--- config.mk ---
export PLATFORM = sky130hd
export DESIGN_NAME = tlv_string_list_validator_unit
export DESIGN_NICKNAME = d
export VERILOG_FILES = /design/src/design/tlvsv_pkg.sv /design/src/design/tlvsv_parser.sv /design/src/design/tlv_string_list_validator_unit.sv
export VERILOG_INCLUDE_DIRS = /design/src /design/src/design
export SDC_FILE = /design/constraint.sdc
export NUM_CORES = 1
export LEC_CHECK = 0
export BUFFER_PORTS_ARGS = -buffer_cell sky130_fd_sc_hd__buf_2
export CAP_MARGIN = 10
export CORE_ASPECT_RATIO = 1.5
export CORE_MARGIN = 4
export CORE_UTILIZATION = 47
export DETAILED_ROUTE_END_ITERATION = 16
export PLACE_DENSITY = 0.63
export SYNTH_ARGS = -nofsm -noshare
export SYNTH_HDL_FRONTEND = slang
export SYNTH_SLANG_ARGS = --single-unit
--- constraint.sdc ---
create_clock -name clk_i -period 4.6 [get_ports clk_i]
set_clock_uncertainty 0.1 [all_clocks]
set_input_delay 0.46 -clock clk_i [delete_from_list [all_inputs] [get_ports clk_i]]
set_output_delay 0.46 -clock clk_i [all_outputs]
set_load 0.02 [all_outputs]
--- src/design/tlv_string_list_validator_unit_macros.svh ---
// assertion macros shared by the tlv string list validator rtl
// depends on clk_i and rst_ni being visible where a macro is used
`ifndef TLV_STRING_LIST_VALIDATOR_UNIT_MACROS_SVH
`define TLV_STRING_LIST_VALIDATOR_UNIT_MACROS_SVH

// same-cycle implication, disabled during reset
`define TLVSV_ASSERT_NOW(label, pre, post) \
  label: assert property (@(posedge clk_i) disable iff (!rst_ni) (pre) |-> (post)) \
    else $error("tlvsv assertion failed");

// next-cycle implication, disabled during reset
`define TLVSV_ASSERT_NEXT(label, pre, post) \
  label: assert property (@(posedge clk_i) disable iff (!rst_ni) (pre) |=> (post)) \
    else $error("tlvsv assertion failed");

`endif

--- src/design/tlvsv_pkg.sv ---
// types and constants for the tlv string list validator
// no dependencies
`default_nettype none

package tlvsv_pkg;

  localparam int AreaLenW          = 11;
  localparam int ByteW             = 8;
  localparam int CountW            = 9;
  localparam int StatusW           = 3;
  localparam int CfgIdxW           = 2;
  localparam int MaxAreaBytesDflt  = 1024;

  // verdict codes
  localparam logic [StatusW-1:0] StOk        = 3'd0;
  localparam logic [StatusW-1:0] StBadType   = 3'd1;
  localparam logic [StatusW-1:0] StOrder     = 3'd2;
  localparam logic [StatusW-1:0] StTooLong   = 3'd3;
  localparam logic [StatusW-1:0] StBadString = 3'd4;
  localparam logic [StatusW-1:0] StNoTerm    = 3'd5;

  // configuration register indexes
  localparam logic [CfgIdxW-1:0] RegLimitOne   = 2'd0;
  localparam logic [CfgIdxW-1:0] RegLimitTwo   = 2'd1;
  localparam logic [CfgIdxW-1:0] RegLimitThree = 2'd2;

  localparam logic [ByteW-1:0] LimitOneRst   = 8'd12;
  localparam logic [ByteW-1:0] LimitTwoRst   = 8'd16;
  localparam logic [ByteW-1:0] LimitThreeRst = 8'd64;

  typedef struct packed {
    logic [ByteW-1:0]    data_byte;
    logic                start_of_area;
    logic [AreaLenW-1:0] area_length;
    logic                list_kind;
  } in_word_t;

  typedef struct packed {
    logic [StatusW-1:0] status;
    logic [CountW-1:0]  entry_count;
  } out_word_t;

  typedef struct packed {
    logic [ByteW-1:0] one;
    logic [ByteW-1:0] two;
    logic [ByteW-1:0] three;
  } limits_t;

  typedef struct packed {
    logic      idle;
    logic      valid;
    out_word_t word;
  } res_t;

endpackage

`default_nettype wire

--- src/design/tlvsv_parser.sv ---
// byte-wise tlv list parser: state registers and next-state logic
// depends on tlvsv_pkg
`default_nettype none

module tlvsv_parser #(
  parameter int MAX_AREA_BYTES = tlvsv_pkg::MaxAreaBytesDflt
) (
  input  logic               clk_i,
  input  logic               rst_ni,
  input  logic               fire_i,
  input  tlvsv_pkg::in_word_t in_i,
  input  tlvsv_pkg::limits_t  lim_i,
  output tlvsv_pkg::res_t     res_o
);
  import tlvsv_pkg::*;

  localparam int RemW = $clog2(MAX_AREA_BYTES + 1);
  localparam int CmpW = ((RemW > AreaLenW) ? RemW : AreaLenW) + 1;

  typedef enum logic [1:0] {
    PhType  = 2'd0,
    PhLen   = 2'd1,
    PhValue = 2'd2
  } phase_e;

  phase_e            phase_q, phase_d;
  logic [RemW-1:0]   rem_q, rem_d;
  logic [1:0]        cur_q, cur_d;
  logic [1:0]        exp_q, exp_d;
  logic [ByteW-1:0]  vlen_q, vlen_d;
  logic [ByteW-1:0]  vpos_q, vpos_d;
  logic [CountW-1:0] items_q, items_d;
  logic              kind_q, kind_d;
  logic              done_q, done_d;

  logic [CmpW-1:0]   len_ext, sat_len, need, rem_ext, rem_left;
  logic [ByteW:0]    pos_next;
  logic [ByteW-1:0]  lim;
  logic [ByteW-1:0]  b;
  logic              fin;
  logic [StatusW-1:0] st;

  function automatic logic [ByteW-1:0] limit_for(logic [1:0] t, limits_t l);
    logic [ByteW-1:0] r;
    r = '0;
    case (t)
      2'd1:    r = l.one;
      2'd2:    r = l.two;
      2'd3:    r = l.three;
      default: r = '0;
    endcase
    return r;
  endfunction

  assign b       = in_i.data_byte;
  assign len_ext = CmpW'(in_i.area_length);
  assign sat_len = (len_ext > CmpW'(MAX_AREA_BYTES)) ? CmpW'(MAX_AREA_BYTES) : len_ext;

  always_comb begin
    phase_d = phase_q;
    rem_d   = rem_q;
    cur_d   = cur_q;
    exp_d   = exp_q;
    vlen_d  = vlen_q;
    vpos_d  = vpos_q;
    items_d = items_q;
    kind_d  = kind_q;
    done_d  = done_q;
    fin     = 1'b0;
    st      = StOk;

    // a start byte opens a fresh area before the byte itself is parsed
    if (in_i.start_of_area) begin
      rem_d   = RemW'(sat_len);
      kind_d  = in_i.list_kind;
      exp_d   = in_i.list_kind ? 2'd1 : 2'd0;
      items_d = '0;
      done_d  = 1'b0;
      phase_d = PhType;
      cur_d   = '0;
      vlen_d  = '0;
      vpos_d  = '0;
    end

    lim      = limit_for(cur_d, lim_i);
    need     = CmpW'(b) + CmpW'(2);
    rem_ext  = CmpW'(rem_d);
    rem_left = rem_ext - (CmpW'(vlen_d) + CmpW'(2));
    pos_next = {1'b0, vpos_d} + 1'b1;

    if (!done_d) begin
      unique case (phase_d)
        PhLen: begin
          vlen_d = b;
          vpos_d = '0;
          if (b > lim || need > rem_ext) begin
            fin = 1'b1;
            st  = StTooLong;
          end else if (cur_d == 2'd0) begin
            fin = 1'b1;
            st  = StOk;
          end else if (b == '0) begin
            fin = 1'b1;
            st  = StBadString;
          end else begin
            phase_d = PhValue;
          end
        end
        PhValue: begin
          if (pos_next < {1'b0, vlen_d}) begin
            if (b == '0) begin
              fin = 1'b1;
              st  = StBadString;
            end else begin
              vpos_d = pos_next[ByteW-1:0];
            end
          end else if (b != '0) begin
            fin = 1'b1;
            st  = StBadString;
          end else begin
            if (items_d != '1) items_d = items_d + 1'b1;
            if (kind_d) exp_d = 2'd1;
            else        exp_d = (cur_d == 2'd3) ? 2'd1 : cur_d + 2'd1;
            rem_d   = RemW'(rem_left);
            phase_d = PhType;
            if (rem_left == '0) begin
              fin = 1'b1;
              st  = StNoTerm;
            end
          end
        end
        default: begin
          // type byte, also taken for the unused phase code
          if (b > 8'd3) begin
            fin = 1'b1;
            st  = StBadType;
          end else if (exp_d != 2'd0 && b != '0 && b != {6'd0, exp_d}) begin
            fin = 1'b1;
            st  = StOrder;
          end else begin
            cur_d   = b[1:0];
            phase_d = PhLen;
          end
        end
      endcase
      if (fin) begin
        done_d  = 1'b1;
        phase_d = PhType;
      end
    end
  end

  always_ff @(posedge clk_i or negedge rst_ni) begin
    if (!rst_ni) begin
      phase_q <= PhType;
      rem_q   <= '0;
      cur_q   <= '0;
      exp_q   <= '0;
      vlen_q  <= '0;
      vpos_q  <= '0;
      items_q <= '0;
      kind_q  <= 1'b0;
      done_q  <= 1'b1;
    end else if (fire_i) begin
      phase_q <= phase_d;
      rem_q   <= rem_d;
      cur_q   <= cur_d;
      exp_q   <= exp_d;
      vlen_q  <= vlen_d;
      vpos_q  <= vpos_d;
      items_q <= items_d;
      kind_q  <= kind_d;
      done_q  <= done_d;
    end
  end

  assign res_o.idle             = done_q;
  assign res_o.valid            = fin;
  assign res_o.word.status      = st;
  assign res_o.word.entry_count = items_d;

endmodule

`default_nettype wire

--- src/design/tlv_string_list_validator_unit.sv ---
// Validates the TLV area of a packet, one byte per word on the input
// channel. A word with start_of_area opens an area (area_length and
// list_kind are taken from that word, length saturated to MAX_AREA_BYTES);
// each item is a type byte, a length byte and a zero-terminated string.
// At most one verdict word (status, entry_count) is produced per area, on the
// cycle after the byte that decides it; bytes outside an area give none.
// Throughput is one byte per clock while in_ready_o is high: each byte passes
// through a few compares and one small subtract between the parser state and
// the result register. The result register decouples the two sides, so input
// ready only drops while a verdict sits unaccepted and the output is stalled.
// Limits are written through the cfg port (index 0..2); the user must write
// them only while no area is in progress, which the block does not enforce.
// depends on tlvsv_pkg, tlvsv_parser and the assertion macro header
`default_nettype none

`include "tlv_string_list_validator_unit_macros.svh"

module tlv_string_list_validator_unit #(
  parameter int MAX_AREA_BYTES = tlvsv_pkg::MaxAreaBytesDflt
) (
  input  logic                              clk_i,
  input  logic                              rst_ni,
  // byte words in
  input  logic                              in_valid_i,
  output logic                              in_ready_o,
  input  tlvsv_pkg::in_word_t               in_data_i,
  // verdict words out
  output logic                              out_valid_o,
  input  logic                              out_ready_i,
  output tlvsv_pkg::out_word_t              out_data_o,
  // limit registers
  input  logic                              cfg_we_i,
  input  logic [tlvsv_pkg::CfgIdxW-1:0]     cfg_idx_i,
  input  logic [tlvsv_pkg::ByteW-1:0]       cfg_data_i
);
  import tlvsv_pkg::*;

  limits_t   lim_q;
  res_t      res;
  logic      fire;
  logic      out_valid_q;
  out_word_t out_word_q;

  // per-type value length limits, type 0 is fixed at zero in the parser
  always_ff @(posedge clk_i or negedge rst_ni) begin
    if (!rst_ni) begin
      lim_q.one   <= LimitOneRst;
      lim_q.two   <= LimitTwoRst;
      lim_q.three <= LimitThreeRst;
    end else if (cfg_we_i) begin
      unique case (cfg_idx_i)
        RegLimitOne:   lim_q.one   <= cfg_data_i;
        RegLimitTwo:   lim_q.two   <= cfg_data_i;
        RegLimitThree: lim_q.three <= cfg_data_i;
        default: ;
      endcase
    end
  end

  // take a byte whenever the result slot is free or being drained
  assign in_ready_o = !out_valid_q || out_ready_i;
  assign fire       = in_valid_i && in_ready_o;

  tlvsv_parser #(
    .MAX_AREA_BYTES(MAX_AREA_BYTES)
  ) u_parser (
    .clk_i  (clk_i),
    .rst_ni (rst_ni),
    .fire_i (fire),
    .in_i   (in_data_i),
    .lim_i  (lim_q),
    .res_o  (res)
  );

  // result register, valid flag
  always_ff @(posedge clk_i or negedge rst_ni) begin
    if (!rst_ni) begin
      out_valid_q <= 1'b0;
    end else if (fire && res.valid) begin
      out_valid_q <= 1'b1;
    end else if (out_ready_i) begin
      out_valid_q <= 1'b0;
    end
  end

  // result register, payload
  always_ff @(posedge clk_i) begin
    if (fire && res.valid) begin
      out_word_q <= res.word;
    end
  end

  assign out_valid_o = out_valid_q;
  assign out_data_o  = out_word_q;

  // running out of bytes can only follow a completed item
  `TLVSV_ASSERT_NOW(a_noterm_counts,
    out_valid_o && out_data_o.status == StNoTerm,
    out_data_o.entry_count != '0)
  // a start byte with an illegal type is rejected right away
  `TLVSV_ASSERT_NEXT(a_bad_type_first,
    fire && in_data_i.start_of_area && in_data_i.data_byte > 8'd3,
    out_valid_o && out_data_o.status == StBadType)
  // bytes outside an area never produce a verdict
  `TLVSV_ASSERT_NEXT(a_idle_silent, fire && res.idle && !in_data_i.start_of_area, !out_valid_o)

endmodule

`default_nettype wire
# After elaboration in Yosys (flattened, before gate mapping)
# Index checks and enable logic that the tools add are counted.
# word_totals
reg_bits,81
inputBits,36
output_inout_bits,14
elab_cells,124
# op_classes
addsub,6
order_cmp,5
n_eq_ne,9
mux,71
n_reduce_logical,18
# op_table
cell,n
$mux W11,6
$mux W8,7
$mux W9,6
$mux W2,23
$pmux W8 S3,1
$mux W3,7
$add A8 B2 Y9 const B,2
$mux W1,17
$pmux W8 S2,1
$gt A12 B11 Y1,1
$logic_not A12 Y1,1
$sub A11 B12 Y12,1
$gt A11 B11 Y1 const B,1
$add A8 B1 Y9 const B,1
$add A9 B1 Y9 const B,1
$lt A9 B8 Y1,1
$ne A9 B9 Y1 const B,1
$eq A2 B2 Y1 const B,4
$gt A8 B2 Y1 const B,1
$gt A8 B8 Y1,1
$logic_not A8 Y1,1
$ne A8 B2 Y1,1
$reduce_bool A8 Y1,1
$eq A2 B1 Y1 const B,3
other kinds (11),19

# Logic depth before layout (Yosys ltp)
# Gate-level depths: netlist (run 1).
# logic_depth
ltp_word,13
mapped_depth,20
ltp_nobuf,17

# Modules after synthesis
# Synthesis (run 1) repeated with hierarchy kept, for this count alone.
# unflattened
hier_cells,622
hier_area_um2,5884.4
# by_module_without_submodules
module,n_inst,cells_per_inst,area_each_um2,seq_area_each_um2
tlvsv_parser,1,553,4555.6,1102.3
tlv_string_list_validator_unit,1,69,1328.8,991.0

# Worst setup path before layout (run 1)
# No wires, ideal clock.
# synth_path
path_type,input port to flip-flop
start,in in_data_i[12] (netlist name)
end,"reg out_word_q, in the netlist out_data_o[0], enable pin"
setup_ns,0.355
arrival_ns,4.290
t_required_ns,4.145
setup_slack_ns,-0.145
cell_stages,18
path_buffers,3
cell_sequence,buf_6 > inv_2 > clkbuf_1 > buf_1 > nand2_1 > inv_1 > ha_1 > nand3_1 > or3_1 > xnor2_1 > ha_1 > nor2b_1 > and4_1 > or4_1 > nor2_1 > nand4_1 > o211ai_2 > and3_1
# synth_between
elab_chain_len,11
elab_cells_between_ends,37
cone_classes,add/sub (3); order compare (3); eq/ne (6); mux (18); reduce/logical (7)
# synth_lines
item,line,text
start: declaration,tlv_string_list_validator_unit.sv:26,"input tlvsv_pkg::in_word_t in_data_i,"
$mux W8,tlvsv_parser.sv:73,if (in_i.start_of_area) begin
$add A8 B2 Y9,tlvsv_parser.sv:88,rem_left = rem_ext - (CmpW'(vlen_d) + CmpW'(2));
$sub A11 B12 Y12,tlvsv_parser.sv:88,
$logic_not A12 Y1,tlvsv_parser.sv:126,if (rem_left == '0) begin
$mux W1,tlvsv_parser.sv:126,
$mux W1,tlvsv_parser.sv:117,end else if (b != '0) begin
$mux W1,tlvsv_parser.sv:110,"if (pos_next < {1'b0, vlen_d}) begin"
$pmux W1 S2,tlvsv_parser.sv:92,unique case (phase_d)
$mux W1,tlvsv_parser.sv:91,if (!done_d) begin
$mux W1 *,tlvsv_parser.sv:91,
$logic_and A1 B1 Y1 *,tlv_string_list_validator_unit.sv:88,if (fire && res.valid) begin
end signal: assignment,tlv_string_list_validator_unit.sv:89,out_word_q <= res.word;
end: declaration,tlv_string_list_validator_unit.sv:42,out_word_t out_word_q;
# Every way passes the cells marked *; elsewhere a longest branch is shown, timed or not. The select of a mux whose other input is x is not followed.
# A chain may end at the register's enable or synchronous reset.

# Worst setup path in the final report (run 1)
# layout_path
start,reg u_parser.vlen_q[2]
end,"reg out_word_q, in the netlist out_data_o[0], enable pin"
# layout_between
elab_chain_len,11
elab_cells_between_ends,12
cone_classes,add/sub (2); order compare (1); mux (7); reduce/logical (2)
# layout_lines
item,line,text
start: declaration,tlvsv_parser.sv:30,"logic [ByteW-1:0] vlen_q, vlen_d;"
start signal: assignment,tlvsv_parser.sv:169,vlen_q <= vlen_d;
$mux W8 *,tlvsv_parser.sv:73,
$add A8 B2 Y9,tlvsv_parser.sv:88,
$sub A11 B12 Y12,tlvsv_parser.sv:88,
$logic_not A12 Y1,tlvsv_parser.sv:126,
$mux W1,tlvsv_parser.sv:126,
$mux W1,tlvsv_parser.sv:117,
$mux W1 *,tlvsv_parser.sv:110,
$pmux W1 S2 *,tlvsv_parser.sv:92,
$mux W1 * (2 in series),tlvsv_parser.sv:91,
$logic_and A1 B1 Y1 *,tlv_string_list_validator_unit.sv:88,
# Marked as above.

==> impl_summary.md, run 1 <==
Run status
The flow ran to the end, and the final reports show no timing, DRC or antenna violations.

Layout
The count of inserted antenna diode cells is 0. The area growth from synthesis to layout is 11.55%. In the final design database the tool counted ~770 nets. The number of fillers in the final layout is ~1200. The finished cells cover around 0.0067 mm2. The fraction of the core area covered by cells at the end of the flow is a little over half.

The post-route netlist has just over 20% of its cells at a drive strength greater than 1.

Logic synthesis
For this run, the register share of the synthesized area comes to 35.01%. The cell count after synthesis came out at 646. The count of different cell masters after synthesis is between 80 and 90. Ranked by total cell area, the synthesized netlist is headed by sky130_fd_sc_hd__dfrtp_1 27%, sky130_fd_sc_hd__ha_1 8.4%, sky130_fd_sc_hd__edfxtp_1 6.0%.

The most frequently used flop master after synthesis is sky130_fd_sc_hd__dfrtp_1. The mapped netlist covers between 0.005 and 0.006 mm2. The flip-flop and latch count after synthesis is 81. The synthesized net count is 723. Counting flops with an async set or reset pin after synthesis yields a share of a little under nine tenths. Yosys printed 0 warnings.

Summed over its instances, the top area cell type makes up a little over a quarter of the synthesized netlist area. The cell type with the highest aggregate area in the netlist is sky130_fd_sc_hd__dfrtp_1. Averaged over all synthesized cells, the footprint is a little over 9 um2. The synthesized design contains 12 enable-type register cells. By count the netlist is led by 64 x sky130_fd_sc_hd__dfrtp_1, 64 x sky130_fd_sc_hd__nand2_1, 47 x sky130_fd_sc_hd__nor2_1.

Run
The count of max-cap constraint violations is 0.

Power
Power spread over the standard cell area amounts to 309.2 mW/mm2. The sum of internal, switching and leakage power is 2.062 mW. The worst IR drop on VDD is 183.7 uV.

For this design the static power due to leakage is between 2 and 3 nW.

STA
The normalized max-slew margin is between 30 and 40%. Derived from the worst setup path, the maximum achievable clock frequency is about 0.24 GHz. For the pin with the worst max-slew slack, the measured transition is ~0.93 ns. In the final timing run, aggregate negative setup slack is 0 ns. Dividing the final minimum period by the clock period gives approximately nine tenths. Setup repair after global routing left no endpoint under its margin. The clock period could shrink to just over 4 ns. The number of max-slew violations in the final report is 0. Hold timing on the final database bottoms out at a slack of around 0.20 ns. The count of endpoints failing hold in the final timing report is 0. Setup violations remaining at the end of the flow were counted as 0.

Setup path
The data required time at the worst endpoint is between 4 and 5 ns. The worst register-to-register path ends at out_data_o[0]. The start of the worst register-to-register path is u_parser.vlen_q[2]. Data on the critical path arrives at its endpoint at approximately 4.1 ns. By startpoint and endpoint, the worst setup path is classified as reg2reg. The worst-case reg-to-reg path depth is 13.

Of all nets on the critical path, the largest fanout is 12. The internal reg-to-reg setup slack is between 0.4 and 0.5 ns. The startpoint type of the worst setup path is a flop. The type of destination of the critical path is a flop.

Floorplan
During I/O placement, the number of pins put on the boundary was 50. The floorplan step defined a die boundary enclosing around 0.015 mm2. The initial utilization of the core area, before any placement, comes to between 40% and 50%. The floorplan step set the die width to 100.1 um. The floorplan step set the die height to around 150 um. The core region is 0.01245 mm2. The number of rows in the core area is 50.

Min path
The worst hold path belongs to the class in2async.

Clock tree
The clock reaches the later pin of the worst-skew pair after 0.34 ns. The clock passes through at most 2 buffers. The number of buffers added by the clock tree synthesis step is 9. The number of hold buffers added after CTS was 0. The clock edge transition at the registers on the reported setup and hold paths is ~0.070 ns. The total of cells resized after clock tree synthesis is 0. The level count of the clock H-tree is 3.

Clock tree synthesis found a total of just over 80 sinks. The buffers inserted during post-CTS setup optimization is 0. The root buffer cell chosen for the clock tree is sky130_fd_sc_hd__clkbuf_16. The TritonCTS clock tree is done.

Routing
The post-detailed-route wirelength per cell is around 18 um. The residual DRC count is 0. The total wire length is 15.28 mm. The length of the first detailed-routing pass in iterations is 7. The final route contains slightly above 5000 vias. The detail route stage leaves a number of antenna-violating nets equal to 0. The count of routing violations after the opening detailed-route iteration is 250.

The routed via count divided by cell count is 5.958.

Global route
Entering global routing, the biggest net connects 70 pins. The aggregate global routing overflow is 0. The global-route wire length before repair is 25.40 mm. The initial antenna violation count is 0. The via count of the first global-routing pass is approximately 5100. Global routing consumed, over all layers together, a little over a fifth of the routing resources.

Placement
Once detailed placement completed, the half-perimeter wirelength came to ~12 mm. Routability-driven placement finished with a final weighted congestion of a little over 0.9. After detailed placement, the total cell area comes to approximately 0.0063 mm2. The count of buffers from port buffering is around 50.
-- placed cells by master (no fill, tap or decap), drive strengths merged, types with 27 or more instances in the layout --
cell / n
nand2: 64
dfrtp: 64
buf: 59
nor2: 49
o21ai: 45
ha: 40
a21oi: 36
inv: 36
nand3: 28
mux2: 27
-- worst max path at each step --
stage	endpoint	slack, ns	start	depth (start not counted)
detailed placement	out_data_o[0]	0.19	in_data_i[12]	14
finish	out_data_o[0]	0.47	u_parser.vlen_q[2]	13
global placement	out_data_o[1]	0.26	in_data_i[12]	14
global route	out_data_o[0]	0.14	u_parser.vlen_q[2]	13
CTS	out_data_o[0]	0.41	u_parser.vlen_q[2]	13
floorplan	out_data_o[0]	0.05	in_data_i[12]	18
-- stage by stage --
step	instances	setup WS, ns
final	849	0.4681
after global routing	849	0.1412
after CTS	849	0.4096
after detailed placement	833	0.1889
after global placement	833	0.2630
after floorplan	646	0.05242
-- metal layers --
metal | routed length, um | GRT usage [%] | share of wire, %
met3 | 657 | 3.489 | 4.3
met2 | 8131 | 38.67 | 53
met5 | 0 | 0 | 0
met4 | 386 | 9.103 | 2.5
met1 | 6101 | 25.32 | 40
-- flip-flops by register name (all words and copies together), names as in the netlist --
| signal | flops |
|---|---|
| lim_q | 24 |
| out_data_o | 12 |
| out_valid_o | 1 |
| u_parser.cur_q | 2 |
| u_parser.done_q | 1 |
| u_parser.exp_q | 2 |
| u_parser.items_q | 9 |
| u_parser.kind_q | 1 |
| u_parser.phase_q | 2 |
| u_parser.rem_q | 11 |
| u_parser.vlen_q | 8 |
| u_parser.vpos_q | 8 |
-- critical path: stages, from the launching register on --
cell and delay, ns:
sky130_fd_sc_hd__dfrtp_1 0.39, sky130_fd_sc_hd__nor2b_1 0.25, sky130_fd_sc_hd__ha_1 0.23, sky130_fd_sc_hd__nand3_1 0.11
sky130_fd_sc_hd__or3_1 0.34, sky130_fd_sc_hd__xnor2_1 0.26, sky130_fd_sc_hd__ha_1 0.38, sky130_fd_sc_hd__nor2b_1 0.17
sky130_fd_sc_hd__and4_1 0.18, sky130_fd_sc_hd__or4_1 0.54, sky130_fd_sc_hd__nor2_1 0.10, sky130_fd_sc_hd__nand4_1 0.22
sky130_fd_sc_hd__o211ai_2 0.23, sky130_fd_sc_hd__and3_4 0.32
-- logic make-up after synthesis --
kind of cell | share of synthesized area, %
fa+ha+maj | 8.705
simple gates | 20.82
flops | 35.01
buf+inv | 4.771
compound gates | 19.94
mux | 5.984
xor+xnor | 4.771
-- report_power, final --
part           internal (mW)  switching (mW)
Sequential             0.805          0.0436
Clock                  0.482           0.314
Combinational          0.173           0.245
Total                   1.46           0.602
-- cell type report --
cell class | count | area [um2] | area share, %
Clock buffer | 9 | 225.2 | 3.376
Clock inverter | 7 | 102.6 | 1.538
Inverter | 34 | 127.6 | 1.913
Multi-Input combinational cell | 503 | 3606 | 54.06
Sequential cell | 81 | 2093 | 31.38
Tap cell | 156 | 195.2 | 2.926
Timing Repair Buffer | 59 | 320.3 | 4.802
(Power assumes the default switching activity.)
==> inputs of run 2 (changes only) <==
--- a/config.mk
+++ b/config.mk
@@ -7,12 +7,15 @@
 export NUM_CORES = 1
 export LEC_CHECK = 0
 export BUFFER_PORTS_ARGS = -buffer_cell sky130_fd_sc_hd__buf_2
-export CAP_MARGIN = 10
+export CAP_MARGIN = 20
+export CELL_PAD_IN_SITES_DETAIL_PLACEMENT = 0
+export CELL_PAD_IN_SITES_GLOBAL_PLACEMENT = 1
 export CORE_ASPECT_RATIO = 1.5
 export CORE_MARGIN = 4
 export CORE_UTILIZATION = 47
 export DETAILED_ROUTE_END_ITERATION = 16
-export PLACE_DENSITY = 0.63
+export GPL_TIMING_DRIVEN = 0
+export PLACE_DENSITY = 0.79
 export SYNTH_ARGS = -nofsm -noshare
 export SYNTH_HDL_FRONTEND = slang
 export SYNTH_SLANG_ARGS = --single-unit
==> run 2 against run 1 <==
  * Register-to-register slack improved by 0.11 ns
  * Routed wire length rose by 6.3%
  * Sequential share of layout area fell by 0.90 points
==> impl_summary.md, run 2 (synthesis results as in run 1) <==
Floorplan
The top-level I/O count is 50 (unchanged). The y dimension of the die is 146.1 um (unchanged). The number of rows in the core area is 50 (unchanged).

The full die area was 0.01463 mm2 (unchanged). The initial core utilization is 48.03% (unchanged). The floorplan die width is 100.1 um (unchanged).

The core outline area was 0.01245 mm2 (unchanged).

Routing
The routed via count divided by cell count is 5.903 (-0.91%). The remaining number of nets flagged by the antenna check after routing is 0 (unchanged). The post-detailed-route wirelength per cell is 18.66 um (+3.7%).

The count of routing violations after the opening detailed-route iteration came to 285 (+14%). The length of the first detailed-routing pass in iterations is 5 (-2). The total wire length came to 16.23 mm (+6.3%).

The residual DRC count is 0 (unchanged). The overall via count from detail_route came to 5136 (+1.5%).

STA
The count of endpoints failing hold in the final timing report is 0 (unchanged). The final worst-path cycle share is 94.37% (+4.5 points). The number of max-slew violations in the final report is 0 (unchanged).

The final-report setup violation count is 0 (unchanged). The peak clock frequency supported by timing is 0.2304 GHz (-4.8%). Setup repair after global routing left no endpoint under its margin.

The worst setup margin is 0.2591 ns (-0.2089 ns). The normalized max-slew margin came to 43.09% (+5.3 points). The transition at the pin with the smallest max-transition slack is 0.8505 ns (-0.08267 ns). The shortest period the worst path allows is 4.341 ns (+0.2089 ns).

The final-layout worst hold slack came to 0.2750 ns (+0.07784 ns).

Layout
The fraction of final layout cells sized beyond drive strength 1 was 21.57% (+0.93 points). The final standard cell area without fillers is 0.006867 mm2 (+2.9%). Leaving out fill and tap cells, the most frequent cells in the layout are 64 x sky130_fd_sc_hd__nand2_1, 64 x sky130_fd_sc_hd__dfrtp_1, 51 x sky130_fd_sc_hd__buf_2, 47 x sky130_fd_sc_hd__nor2_1, 42 x sky130_fd_sc_hd__o21ai_0.

The growth of design area from synthesis to finish is 14.84%. The number of flip-flops in the largest register came to 24 (unchanged). The number of fillers in the final layout is 1168 (+1.2%). The fraction of the core area covered by cells at the end of the flow is 55.16% (+1.6 points). More flip-flops sit in one register than any other, and that register is lim_q.

The count of inserted antenna diode cells is 0 (unchanged). The final layout net count was 786 (+2.7%). The number of non-filler instances in the completed layout is 870 (+2.5%).

Placement
The cell area reported after detailed placement is 0.006461 mm2 (+1.9%). The placer congestion estimate is 0.8810 (-5.8%). The worst slack at placement was -1.368 ns (-1.557 ns).

The cell count after placement is 853 (+2.4%). The detailed placer's ending HPWL is 12.95 mm (+11%). The count of buffers from port buffering is 49 (unchanged).

Power
The reported net switching power is 0.5934 mW (-1.4%). The part of the power in the clock network is 37.8% (-0.8 points). The share of total power consumed by net switching is 28.87% (-0.31 points).

The power density normalized to cell area was 299.3 mW/mm2 (-3.2%). The combinational fraction of design power is 21.0% (+0.7 points). The worst IR drop on VDD came to 246.5 uV (+34%). The register share of total power is 41.2% (about the same). The leakage power total is 2.895 nW (+2.3%). The cell-internal power came to 1.462 mW (about the same).

Clock tree
TritonCTS built the clock tree. The buffer depth of the longest clock path came to 2 (unchanged). The clock edge transition at the registers on the reported setup and hold paths is 0.06 ns (about the same). The clock tree root buffer cell is sky130_fd_sc_hd__clkbuf_16.

The number of buffers added by the clock tree synthesis step is 9 (unchanged). The clock sink total is 81 (unchanged). The worst-skew pair later-pin latency came to 0.35 ns (about the same). The level count of the clock H-tree was 3 (unchanged).

Global route
The aggregate global routing overflow is 0 (unchanged). The initial antenna violation count was 0 (unchanged). The largest net degree at the start of global routing came to 46 (-34%). The overall fraction of global-route tracks in use was 23.07% (+1.4 points). The global-route wire length before repair is 26.70 mm (+5.1%). The via count of the first global-routing pass is 5378 (+4.5%).

Setup path
STA classifies the critical path startpoint as an input pin. The top fanout value on the critical path came to 17 (+5). The data arrival time of the worst path is 4.29 ns (+0.22 ns). The category of the critical setup timing path is in2reg. The data required time at the worst endpoint is 4.55 ns (about the same). The worst-case reg-to-reg path depth is 14 (+1). The type of destination of the critical path is a flop.

Min path
Counting instances, the worst hold path has a depth of 2. The class of the most critical hold timing path is in2reg.

Run status
The run finished with clean final reports.

Run
The count of max-cap constraint violations is 0 (unchanged).
[run 2: cell count changes in the layout (fill, tap and decap cells not counted), sizes merged]
cell	previous run	this run
clkinv	3	2
and3	8	9
buf	59	62
clkdlybuf4s25	0	2
inv	36	35
dlygate4sd3	0	1
clkinvlp	0	2
clkbuf	9	23
[run 2: layer usage]
| metal | GRT usage (%) | vias up | routed length [um] |
|---|---|---|---|
| li1 | - | 2496 | - |
| met1 | 27.15 | 2484 | 6588 |
| met4 | 8.227 | 0 | 369 |
| met5 | 0 | - | 0 |
| met3 | 3.872 | 33 | 612 |
| met2 | 41.58 | 123 | 8661 |
[run 2: final timing paths]
kind,from,end,slack (ns)
worst max-delay path,in_data_i[12],out_data_o[0],0.26
worst min-delay path,cfg_data_i[1],lim_q[9],0.28
worst max register to register,u_parser.vlen_q[1],out_data_o[0],0.58
worst min register to register,u_parser.rem_q[3],u_parser.rem_q[3],0.38
max in group asynchronous,rst_ni,u_parser.done_q,3.33
min in group asynchronous,rst_ni,u_parser.rem_q[8],0.47
[run 2: area by class of cell]
type                    instances  area [um2]  area share, %
repair buffers                 54       305.3          4.446
multi-input cells             504        3661          53.32
flip-flops and latches         81        2093          30.48
clock buffers                   9       225.2          3.280
plain buffers                  25       160.2          2.332
well taps                     156       195.2          2.843
inverters                      34       132.6          1.931
clock inverters                 7       93.84          1.367
[run 2: power groups by stage]
| stage | Clock [mW] | Combinational (mW) | Sequential [mW] |
|---|---|---|---|
| 2_1_floorplan | 0 | 0.286 | 0.858 |
| 3_3_place_gp | 0 | 0.414 | 0.856 |
| 3_5_place_dp | 0 | 0.427 | 0.860 |
| 4_1_cts | 0.788 | 0.433 | 0.846 |
| 5_1_grt | 0.824 | 0.483 | 0.855 |
| 6_report | 0.776 | 0.432 | 0.847 |
[run 2: stage by stage]
step	total power, mW	setup TNS (ns)
floorplan	1.144	0
global placement	1.269	-38.54
detailed placement	1.286	-42.33
CTS	2.067	0
global route	2.162	0
finish	2.055	0
[run 2: repair_timing]
action	4_1_cts	5_1_grt
hold buffers	1	0
setup buffers	2	0
endpoints found under the setup margin	50	14
pin swaps	2	2
gates cloned	1	0
gates resized for setup	12	5
hold endpoints to repair	20	0
[run 2: critical path: stages]
cell and delay, ns:
sky130_fd_sc_hd__buf_2 0.12, sky130_fd_sc_hd__buf_6 0.15, sky130_fd_sc_hd__inv_6 0.16, sky130_fd_sc_hd__buf_6 0.18
sky130_fd_sc_hd__nand2_1 0.10, sky130_fd_sc_hd__inv_2 0.11, sky130_fd_sc_hd__ha_1 0.19, sky130_fd_sc_hd__nand3_1 0.11
sky130_fd_sc_hd__or3_4 0.38, sky130_fd_sc_hd__xnor2_4 0.20, sky130_fd_sc_hd__ha_4 0.25, sky130_fd_sc_hd__nor2b_1 0.13
sky130_fd_sc_hd__and4_1 0.19, sky130_fd_sc_hd__or4_1 0.56, sky130_fd_sc_hd__nor2_1 0.12, sky130_fd_sc_hd__nand4_1 0.24
sky130_fd_sc_hd__o211ai_2 0.31, sky130_fd_sc_hd__and3_4 0.30
==> inputs of run 3 (changes only) <==
--- a/config.mk
+++ b/config.mk
@@ -8,14 +8,14 @@
 export LEC_CHECK = 0
 export BUFFER_PORTS_ARGS = -buffer_cell sky130_fd_sc_hd__buf_2
 export CAP_MARGIN = 20
-export CELL_PAD_IN_SITES_DETAIL_PLACEMENT = 0
-export CELL_PAD_IN_SITES_GLOBAL_PLACEMENT = 1
+export CELL_PAD_IN_SITES_DETAIL_PLACEMENT = 1
+export CELL_PAD_IN_SITES_GLOBAL_PLACEMENT = 2
 export CORE_ASPECT_RATIO = 1.5
 export CORE_MARGIN = 4
-export CORE_UTILIZATION = 47
+export CORE_UTILIZATION = 38
 export DETAILED_ROUTE_END_ITERATION = 16
 export GPL_TIMING_DRIVEN = 0
-export PLACE_DENSITY = 0.79
+export PLACE_DENSITY = 0.78
 export SYNTH_ARGS = -nofsm -noshare
 export SYNTH_HDL_FRONTEND = slang
 export SYNTH_SLANG_ARGS = --single-unit
==> run 3 against run 2 <==
  * Utilization fell by 9.4 points
  * Cell count rose by 5.2%
  * Routed wire length rose by 14%
  * Global-route usage fell by 1.8 points
  * Sequential power barely moved
  * Power rose by 0.63%
  * Die area rose by 22%
  * Worst setup slack got worse by 0.056 ns
  * Largest cell class unchanged
==> impl_summary.md, run 3 (synthesis results as in run 1) <==
Clock tree
The level count of the clock H-tree came to 3 (unchanged). The number of buffers added by the clock tree synthesis step came to 9 (unchanged). The clock edge transition at the registers on the reported setup and hold paths is 0.07 ns (about the same). The buffer depth of the longest clock path was 2 (unchanged). The TritonCTS clock tree is done. The tree is rooted in a sky130_fd_sc_hd__clkbuf_16. The worst-skew pair later-pin latency is 0.34 ns (about the same).

The clock sink total is 81 (unchanged).

STA
Setup repair after global routing could not meet its margin everywhere. The number of max-slew violations in the final report came to 0 (unchanged). The normalized max-slew margin is 51.27% (+8.2 points). The peak clock frequency supported by timing is 0.2275 GHz (-1.3%). The final worst-path cycle share is 95.58% (+1.2 points).

The worst setup margin is 0.2035 ns (-0.05569 ns). The final-report setup violation count came to 0 (unchanged). The count of endpoints failing hold in the final timing report is 0 (unchanged). The transition at the pin with the smallest max-transition slack was 0.7261 ns (-0.1245 ns). The shortest period the worst path allows is 4.397 ns (+0.05569 ns).

Placement
The cell area reported after detailed placement came to 0.006507 mm2 (+0.72%). The placer congestion estimate is 0.8957 (+1.7%). The count of buffers from port buffering is 49 (unchanged). The detailed placer's ending HPWL is 14.78 mm (+14%). The worst slack at placement is -1.480 ns (-0.1120 ns). The cell count after placement is 896 (+5.0%).

Global route
The global-route wire length before repair is 30.73 mm (+15%). The initial antenna violation count came to 0 (unchanged). The overall fraction of global-route tracks in use was 21.29% (-1.8 points). The via count of the first global-routing pass is 5726 (+6.5%). The largest net degree at the start of global routing was 39 (-15%). The aggregate global routing overflow is 0 (unchanged).

Setup path
The worst-case reg-to-reg path depth came to 14 (unchanged). The data required time at the worst endpoint came to 4.55 ns (about the same). The data arrival time of the worst path came to 4.35 ns (+0.06 ns). The start of the worst register-to-register path is u_parser.vlen_q[2].

The endpoint of the lowest-slack register-to-register path is out_data_o[0]. The top fanout value on the critical path is 19 (+2). The worst setup path is captured at a flop. The worst setup path is launched from an input pin.

The category of the critical setup timing path is in2reg. The internal reg-to-reg setup slack was 0.58 ns (about the same).

Routing
The count of routing violations after the opening detailed-route iteration was 241 (-15%). The remaining number of nets flagged by the antenna check after routing came to 0 (unchanged). The total wire length is 18.58 mm (+14%). The routed via count divided by cell count is 5.746 (-2.7%). The length of the first detailed-routing pass in iterations is 6 (+1).

The overall via count from detail_route was 5258 (+2.4%). The post-detailed-route wirelength per cell is 20.31 um (+8.9%). The residual DRC count is 0 (unchanged).

Power
The cell-internal power was 1.420 mW (-2.9%). The reported net switching power is 0.6486 mW (+9.3%). The register share of total power is 41.0% (-0.2 points).

The part of the power in the clock network came to 37.0% (-0.8 points). The sum of internal, switching and leakage power is 2.068 mW (+0.63%). The combinational fraction of design power is 22.0% (+1.0 points). The share of total power consumed by net switching is 31.36% (+2.5 points). The leakage power total is 2.908 nW (+0.45%). The worst IR drop on VDD was 187.2 uV (-24%).

The power density normalized to cell area was 296.1 mW/mm2 (-1.1%).

Layout
The multi-input combinational cell area is 0.003710 mm2 (+1.3%). The final standard cell area without fillers came to 0.006984 mm2 (+1.7%). The number of non-filler instances in the completed layout is 915 (+5.2%). The fraction of final layout cells sized beyond drive strength 1 is 22.91% (+1.3 points). The number of flip-flops in the largest register was 24 (unchanged). The sequential cell area came to 0.002093 mm2 (unchanged).

The count of inserted antenna diode cells was 0 (unchanged). In the layout the commonest cells are 64 x sky130_fd_sc_hd__nand2_1, 64 x sky130_fd_sc_hd__dfrtp_1, 51 x sky130_fd_sc_hd__buf_2, 46 x sky130_fd_sc_hd__nor2_1, 42 x sky130_fd_sc_hd__o21ai_0. The final layout net count came to 788 (+0.25%). From synthesis to final layout, the design area changed by 16.80%. The number of fillers in the final layout is 1817 (+56%). The fraction of the core area covered by cells at the end of the flow was 45.72% (-9.4 points).

lim_q holds more flip-flops than any other register.

Floorplan
The full die area was 0.01785 mm2 (+22%). The core outline area was 0.01528 mm2 (+23%). The floorplan die width is 110.4 um (+10%).

The initial core utilization came to 39.14% (-8.9 points). The top-level I/O count is 50 (unchanged). The y dimension of the die is 161.6 um (+11%). The number of rows in the core area is 55 (+10%).

Run status
The run finished with clean final reports.

Min path
The startpoint identified for the worst hold timing path is cfg_data_i[1]. The hold-critical path depth came to 2 (unchanged). The path with the worst hold slack has its endpoint at lim_q[1]. The worst hold path belongs to the class in2reg.

Run
The count of max-cap constraint violations is 0 (unchanged).
## run 3: cell types whose count changed in the layout (fill, tap and decap cells not counted), sizes merged
cell	before	now
buf	62	66
bufinv	2	1
clkbuf	23	21
clkinv	2	0
inv	35	38
## run 3: area by class of cell
cell class | instances | area share [%]
timing repair buffer | 57 | 4.640
clock inverter | 7 | 1.182
tap | 199 | 3.565
buffer | 24 | 2.401
multi-input combinational | 504 | 53.12
inverter | 34 | 1.899
sequential | 81 | 29.97
clock buffer | 9 | 3.225
## run 3: metrics by stage
| stage | TNS, ns | hold WS, ns |
|---|---|---|
| after floorplan | 0 | 0.06441 |
| after global placement | -45.97 | 0.3667 |
| after detailed placement | -49.58 | 0.3560 |
| after CTS | 0 | 0.2669 |
| after global routing | 0 | 0.2726 |
| final | 0 | 0.2735 |
## run 3: layer usage
metal	routed length [um]	up-vias	global-route usage, %
met2	10240	94	40.64
met1	7519	2641	24.16
met3	428	30	3.223
met5	0	-	0
met4	394	0	6.555
li1	-	2493	-
## run 3: worst max-delay path: stages
cell	delay (ns)
sky130_fd_sc_hd__buf_2	0.13
sky130_fd_sc_hd__buf_6	0.16
sky130_fd_sc_hd__buf_8	0.17
sky130_fd_sc_hd__buf_6	0.16
sky130_fd_sc_hd__buf_6	0.15
sky130_fd_sc_hd__nor2b_4	0.14
sky130_fd_sc_hd__ha_4	0.15
sky130_fd_sc_hd__nand3_2	0.07
sky130_fd_sc_hd__or3_4	0.43
sky130_fd_sc_hd__xnor2_4	0.17
sky130_fd_sc_hd__ha_4	0.28
sky130_fd_sc_hd__nand2_1	0.08
sky130_fd_sc_hd__nor3b_2	0.18
sky130_fd_sc_hd__or4_4	0.54
sky130_fd_sc_hd__nor4_4	0.27
sky130_fd_sc_hd__nand4_1	0.14
sky130_fd_sc_hd__buf_6	0.16
sky130_fd_sc_hd__o211ai_4	0.20
sky130_fd_sc_hd__and3_4	0.28
## run 3: repair_timing
action	CTS	global route
hold buffers	1	0
gates cloned	1	0
gates resized for setup	23	13
endpoints found under the setup margin	57	23
pin swaps	2	7
hold endpoints to repair	25	0
buffers inserted	3	2
## run 3: power groups by stage
| stage | Combinational (mW) | Clock (mW) | Sequential, mW |
|---|---|---|---|
| final | 0.455 | 0.765 | 0.848 |
| after global routing | 0.501 | 0.815 | 0.857 |
| after CTS | 0.454 | 0.781 | 0.848 |
| after detailed placement | 0.442 | 0 | 0.862 |
| after global placement | 0.422 | 0 | 0.855 |
| after floorplan | 0.286 | 0 | 0.858 |
## run 3: how the worst max path moves through the flow
stage / to / depth (start not counted) / slack, ns / start
after global placement: out_data_o[1] / 19 / -1.45 / in_data_i[12]
after floorplan: out_data_o[0] / 18 / 0.05 / in_data_i[12]
final: out_data_o[0] / 19 / 0.20 / in_data_i[12]
after CTS: out_data_o[1] / 20 / 0.03 / in_data_i[12]
after global routing: u_parser.phase_q[0] / 20 / 0.02 / in_data_i[12]
after detailed placement: out_data_o[1] / 19 / -1.48 / in_data_i[12]
